File: config.mk
export PLATFORM = sky130hd
export DESIGN_NAME = tvd_match
export DESIGN_NICKNAME = d
export VERILOG_FILES = /design/src/rtl/core/tvd_pkg.sv /design/src/rtl/core/tvd_match.sv
export SDC_FILE = /design/constraint.sdc
export NUM_CORES = 1
export LEC_CHECK = 0
export ABC_CLOCK_PERIOD_IN_PS = 800
export BUFFER_PORTS_ARGS = -buffer_cell sky130_fd_sc_hd__buf_2
export CAP_MARGIN = 20
export CORE_AREA = 2 2 292 294
export CTS_CLUSTER_DIAMETER = 80
export DETAILED_ROUTE_END_ITERATION = 10
export DIE_AREA = 0 0 294 296
export PLACE_DENSITY = 0.48
export SLEW_MARGIN = 10
export SYNTH_ARGS = -nofsm -noshare
export SYNTH_HDL_FRONTEND = slang
export SYNTH_SLANG_ARGS = --single-unit
File: constraint.sdc
create_clock -name clk -period 0.8 [get_ports clk]
set_input_delay 0.12 -clock clk [delete_from_list [all_inputs] [get_ports clk]]
set_output_delay 0.12 -clock clk [all_outputs]
set_load 0.01 [all_outputs]
File: src/rtl/core/tvd_pkg.sv
// Shared constants and types for the tolerant vertex dedup block.
`default_nettype none
package tvd_pkg;
	localparam int TABLE_DEPTH = 1024;
	localparam int COORD_W     = 24;
	localparam int NUM_COMP    = 8;
	localparam int ADDR_W      = $clog2(TABLE_DEPTH);
	localparam int COUNT_W     = ADDR_W + 1;
	localparam int TOL_W       = COORD_W - 1;
	localparam int IDX_W       = 10;
	localparam int PADDR_W     = 2;
	localparam int PDATA_W     = 32;

	localparam logic [TOL_W-1:0]   TOL_RESET = TOL_W'(41);
	localparam logic [PADDR_W-1:0] REG_TOL   = PADDR_W'(0);

	typedef logic [NUM_COMP-1:0][COORD_W-1:0] vtx_t;

	typedef struct packed {
		logic               valid;
		logic               hit;
		logic [COUNT_W-1:0] idx;
	} match_t;
endpackage
`default_nettype wire

File: src/rtl/core/tvd_match.sv
// Shared compare unit: checks all components of one stored entry per cycle.
`default_nettype none
module tvd_match (
	input  wire logic                       clk,
	input  wire logic                       arst_n,
	input  wire logic                       flush,
	input  wire logic                       rd_valid_s1,
	input  wire logic [tvd_pkg::COUNT_W-1:0] rd_idx_s1,
	input  wire tvd_pkg::vtx_t              rd_data_s1,
	input  wire tvd_pkg::vtx_t              vtx,
	input  wire logic [tvd_pkg::TOL_W-1:0]  tol,
	output tvd_pkg::match_t                 res_s2
);
	localparam int DW = tvd_pkg::COORD_W + 1;

	logic [tvd_pkg::NUM_COMP-1:0] near;
	logic [DW-1:0]                tol_ext;

	assign tol_ext = DW'(tol);

	always_comb begin
		logic signed [DW-1:0] d;
		logic [DW-1:0]        mag;
		for (int c = 0; c < tvd_pkg::NUM_COMP; c++) begin
			d = signed'({vtx[c][tvd_pkg::COORD_W-1], vtx[c]})
			    - signed'({rd_data_s1[c][tvd_pkg::COORD_W-1], rd_data_s1[c]});
			mag = d[DW-1] ? DW'(-d) : DW'(d);
			near[c] = (mag < tol_ext);
		end
	end

	always_ff @(posedge clk or negedge arst_n) begin
		if (!arst_n) begin
			res_s2 <= '0;
		end else begin
			res_s2.valid <= rd_valid_s1 && !flush;
			res_s2.hit   <= &near;
			res_s2.idx   <= rd_idx_s1;
		end
	end
endmodule
`default_nettype wire

Word-level counts from Yosys, hierarchy flattened --
Index checks and enable logic that the tools add are counted.
Word-level totals: logic and storage cells 38, input bits 422, register bits after elaboration 13
Operators by class: muxes and demuxes 8, reductions and logical operators 3, magnitude comparators 8, add/sub/neg operators 16
Operators by type and width (count):
- less-than comparator 25 x 23 -> 1 bit | 8
- two-way mux 25 bit | 8
- negator 25 bit | 8
- subtractor 24 x 24 -> 25 bit | 8
- AND reduction 8 bit | 1
- logical AND 1 bit | 1
- logical NOT 1 bit | 1

Logic depth before layout (Yosys ltp) --
depth in word-level cells 5, gate-level depth with buffers 26, mapped depth without buffers 26

Worst setup path after synthesis --
OpenSTA, ideal clock, no wires.
path type input to register, from in vtx[0] (netlist bit), to reg res_s2[11] (netlist bit), required time 704 ps, path slack -4300 ps, arrival 5004 ps, setup time 96 ps, stages 23, buffers on the path 0, cells stage by stage inv_1 ha_1 fa_1 nor2b_1 o21a_1 nor2_1 xnor2_1 or4_1 or4b_1 or4_4 o31ai_1 xor2_1 ha_1 nand4_1 nor2_1 a211oi_1 nand4_1 nor4_1 nand4_1 a2111oi_0 nand4_1 nand4b_4 nor4_2
On the way: longest elaborated chain between the ends 5
RTL lines:
- from (decl) | RTL line tvd_match.sv:10 | input wire tvd_pkg::vtx_t vtx,
- subtractor 24 x 24 -> 25 bit * | RTL line tvd_match.sv:26 | - signed'({rd_data_s1[c][tvd_pkg::COORD_W-1], rd_data_s1[c]});
- negator 25 bit | RTL line tvd_match.sv:27 | mag = d[DW-1] ? DW'(-d) : DW'(d);
- two-way mux 25 bit * | RTL line tvd_match.sv:27
- less-than comparator 25 x 23 -> 1 bit * | RTL line tvd_match.sv:28 | near[c] = (mag < tol_ext);
- AND reduction 8 bit * | RTL line tvd_match.sv:37 | res_s2.hit <= &near;
- to (decl) | RTL line tvd_match.sv:12 | output tvd_pkg::match_t res_s2
Mark *: on every way between the ends. The rest lies on a longest branch, timed or not.

Worst setup path in the final report --
Same ends and word-level chain as after synthesis.

==> impl_metrics.csv <==
group,metric,value,unit
routing,ant_nets,0,
final_layout,drive_above_1_share,38.2,%
timing,min_period,5.06,ns
routing,drt-total-wl,81.0,mm
worst_setup_path,critical_path.startpoint,"vtx[0]",
status,outcome,"finished, violations left",
die,row_count,107,
timing,tns,-4.87,ns
worst_setup_path,crit_fanout,3,
placed_design,io_buffers,434,
timing,tightestPinTransition,0.751,ns
clock_network,clk_pin_slew,0.05,ns
clock_network,htreeDepth,1,
clock_network,cts-buffers-inserted,3,
yosys,syn_nets,3556,
clock_network,clk_path_buf_depth,2,
global_route,grt_max_degree,14,
worst_setup_path,crit_family,"simple AND/OR/NAND/NOR gates",
clock_network,cts_tree,"done",
final_layout,fillerInstances,9078,
worst_setup_path,critical_path_required,0.95,ns
yosys,synthTopCellsByArea,"ha_1, xnor2_1, a21oi_1",
timing,max_slew_margin,49.6,%
die,ios,435,
die,die_area,87000,µm²
worst_setup_path,critPathMaxStageDelay,0.59,ns
final_layout,largest_register,"res_s2",
yosys,syn-mean-instance-area,6.95,µm²
clock_network,clock-sinks,13,
power,p_leak,15.8,nW
yosys,synth_top_area_share,24.6,%
placed_design,place_hpwl,72.8,mm
timing,setup_viol,14,
die,start_util,22.7,%
power,ir_drop,0.661,mV
die,die_h,296,µm
timing,timing.final.crit_share,632,%
global_route,grt_overflow_total,0,
yosys,syn_area,19100,µm²
routing,vias_per_cell,4.66,
final_layout,reg_top3,"res_s2: 13 flops",
final_layout,postLayoutCoreUtil,36.7,%
worst_setup_path,endpoint,"res_s2[11]",
power,power,36.1,mW
final_layout,area.growth.synth_to_final,61.4,%
routing,vias,24300,
yosys,synthFlopType,"dfrtp_1",
routing,wl_per_cell,15.5,µm
routing,drt_iter0_markers,982,
global_route,first_global_vias,23900,
routing,first_pass_iters,5,
worst_setup_path,startpoint_type,"primary input",
yosys,synthCells,2750,
final_layout,fin_area,30900,µm²
timing,setup_ws,-4.26,ns
placed_design,place_congestion,0.892,
timing,final_hold_viol_count,0,
timing,rsz0062_at_grt,"true",
die,core,84200,µm²
worst_setup_path,slowest_stage,"or4_4",
yosys,async_flop_share,100,%
global_route,antenna_found_initial,5,
worst_setup_path,cpMostUsedCell,"nand4_1",
final_layout,largest_register_ffs,13,
hold_path,hold_path.class,"in -> reg",
worst_setup_path,path_buf_inv,2,
worst_setup_path,crit_type,"in -> reg",
timing,clock.fmax,198,MHz
worst_setup_path,endpoint_kind,"flop",
placed_design,placed_cell_area,30300,µm²
global_route,grt_use_total,17.9,%
yosys,synth_seq_cells,13,
yosys,yosys.area.top_type,"ha_1",
power,power_per_cell_area,1170,nW/µm²
yosys,synth_cell_types,93,
yosys,yosysMostFrequentCell,"ha_1",
worst_setup_path,crit_cells,24,
worst_setup_path,cp.arrival,5.21,ns
status,violations,"setup timing",
routing,drc_errors,0,
yosys,synth_top_cells_by_count,"ha_1, inv_1, a21oi_1, nand2_1, xnor2_1",
yosys,yosys_warnings,0,
timing,timing.final.max_slew_violations,0,
worst_setup_path,crit_chain,"buf_2 > inv_1 > ha_4 > fa_2 > nor2b_2 > o21a_1 > nor2_1 > xnor2_2 > or4_4 > or4b_4 > or4_4 > o31ai_4 > xor2_1 > ha_1 > nand4_1 > nor2_2 > a211oi_2 > nand4_1 > nor4_2 > nand4_1 > a2111oi_2 > nand4_1 > nand4b_4 > nor4_2",
yosys,yosysSeqAreaShare,1.70,%
yosys,synth_edf_count,0,
run,max_cap_violations,0,
final_layout,nets,4932,
clock_network,cts-root-buf,"clkbuf_16",
global_route,grt_pass1_wl,125,mm
die,die_w,294,µm
==> layout make-up <==
type	instances	area, µm²	area share, %
inverter	269	1010	3.27
multi-input combinational	2402	18100	58.6
sequential	13	325	1.05
tap	1090	1360	4.42
clock buffer	4	78.8	0.255
antenna	1	2.50	0.00811
timing repair buffer	1437	10000	32.4
==> timing repair <==
item | in CTS | in global routing
buffers inserted | 7 | 2
hold endpoints to repair | 23 | 0
endpoints found under the setup margin | 14 | 14
hold buffers | 11 | 0
pin swaps | 44 | 8
resized for setup | 62 | 25
==> logic make-up after synthesis <==
group / share of synthesized area (%)
xor+xnor: 14.7
compound gates: 29.2
flops: 1.70
mux: 0.641
simple gates: 21.6
fa+ha+maj: 25.4
buf+inv: 6.61
==> stage by stage <==
stage | hold WS, ns | worst slack, ns | instances
after floorplan | -0.176 | -4.08 | 2750
after global placement | 0.0437 | -4.83 | 5192
after detailed placement | 0.0463 | -4.87 | 5192
after CTS | 0.0275 | -4.22 | 5213
after global routing | 0.0211 | -4.56 | 5215
final | 0.0196 | -4.26 | 5216
==> placed cells by master, fill, tap and decap left out, drive strengths merged, types with 13 or more instances in the layout <==
| cell type | synthesis | layout |
|---|---|---|
| a21oi | 248 | 248 |
| a211o | 14 | 14 |
| and3 | 30 | 30 |
| o21bai | 18 | 18 |
| o2111ai | 20 | 20 |
| dfrtp | 13 | 13 |
| or4 | 16 | 16 |
| o21a | 40 | 40 |
| buf | 4 | 1426 |
| nor2 | 201 | 201 |
| nand2 | 225 | 225 |
| xnor2 | 211 | 211 |
| o31ai | 34 | 34 |
| nand2b | 28 | 28 |
| a31oi | 51 | 51 |
| nor4 | 22 | 22 |
| nor3 | 50 | 50 |
| o21ai | 172 | 172 |
| o211ai | 22 | 22 |
| a2111oi | 19 | 19 |
| or2 | 20 | 20 |
| nand4 | 42 | 42 |
| xor2 | 110 | 110 |
| inv | 269 | 269 |
| a221oi | 14 | 14 |
| ha | 376 | 376 |
| or3 | 20 | 20 |
| nand3 | 67 | 67 |
| nor2b | 40 | 40 |
| a21o | 65 | 65 |
| and2 | 28 | 28 |
| a211oi | 37 | 37 |
==> where the power goes <==
group | internal, mW | switching (mW) | leakage (nW)
combinational | 17.5 | 16.9 | 15.6
sequential | 0.690 | 0.00705 | 0.155
clock | 0.673 | 0.280 | 0.0382
==> how the worst min path moves through the flow <==
| stage | startpoint | cells past startpoint | endpoint | slack (ns) |
|---|---|---|---|---|
| detailed placement | arst_n | 1 | res_s2[10] | 0.05 |
| floorplan | arst_n | 0 | res_s2[0] | -0.18 |
| global route | rd_idx_s1[5] | 1 | res_s2[5] | 0.02 |
| finish | rd_idx_s1[5] | 1 | res_s2[5] | 0.02 |
| CTS | rd_idx_s1[5] | 1 | res_s2[5] | 0.03 |
| global placement | arst_n | 1 | res_s2[10] | 0.04 |
==> per-layer routing <==
layer	vias up	wire length [µm]	GRT usage [%]	share of wire [%]
met5	-	13	0	0.016
li1	12800	-	-	-
met3	68	2950	1.39	3.6
met4	2	1720	3.46	2.1
met2	441	37900	31.6	47
met1	11000	38400	23.8	47
Power figures use the tool's default switching activity.
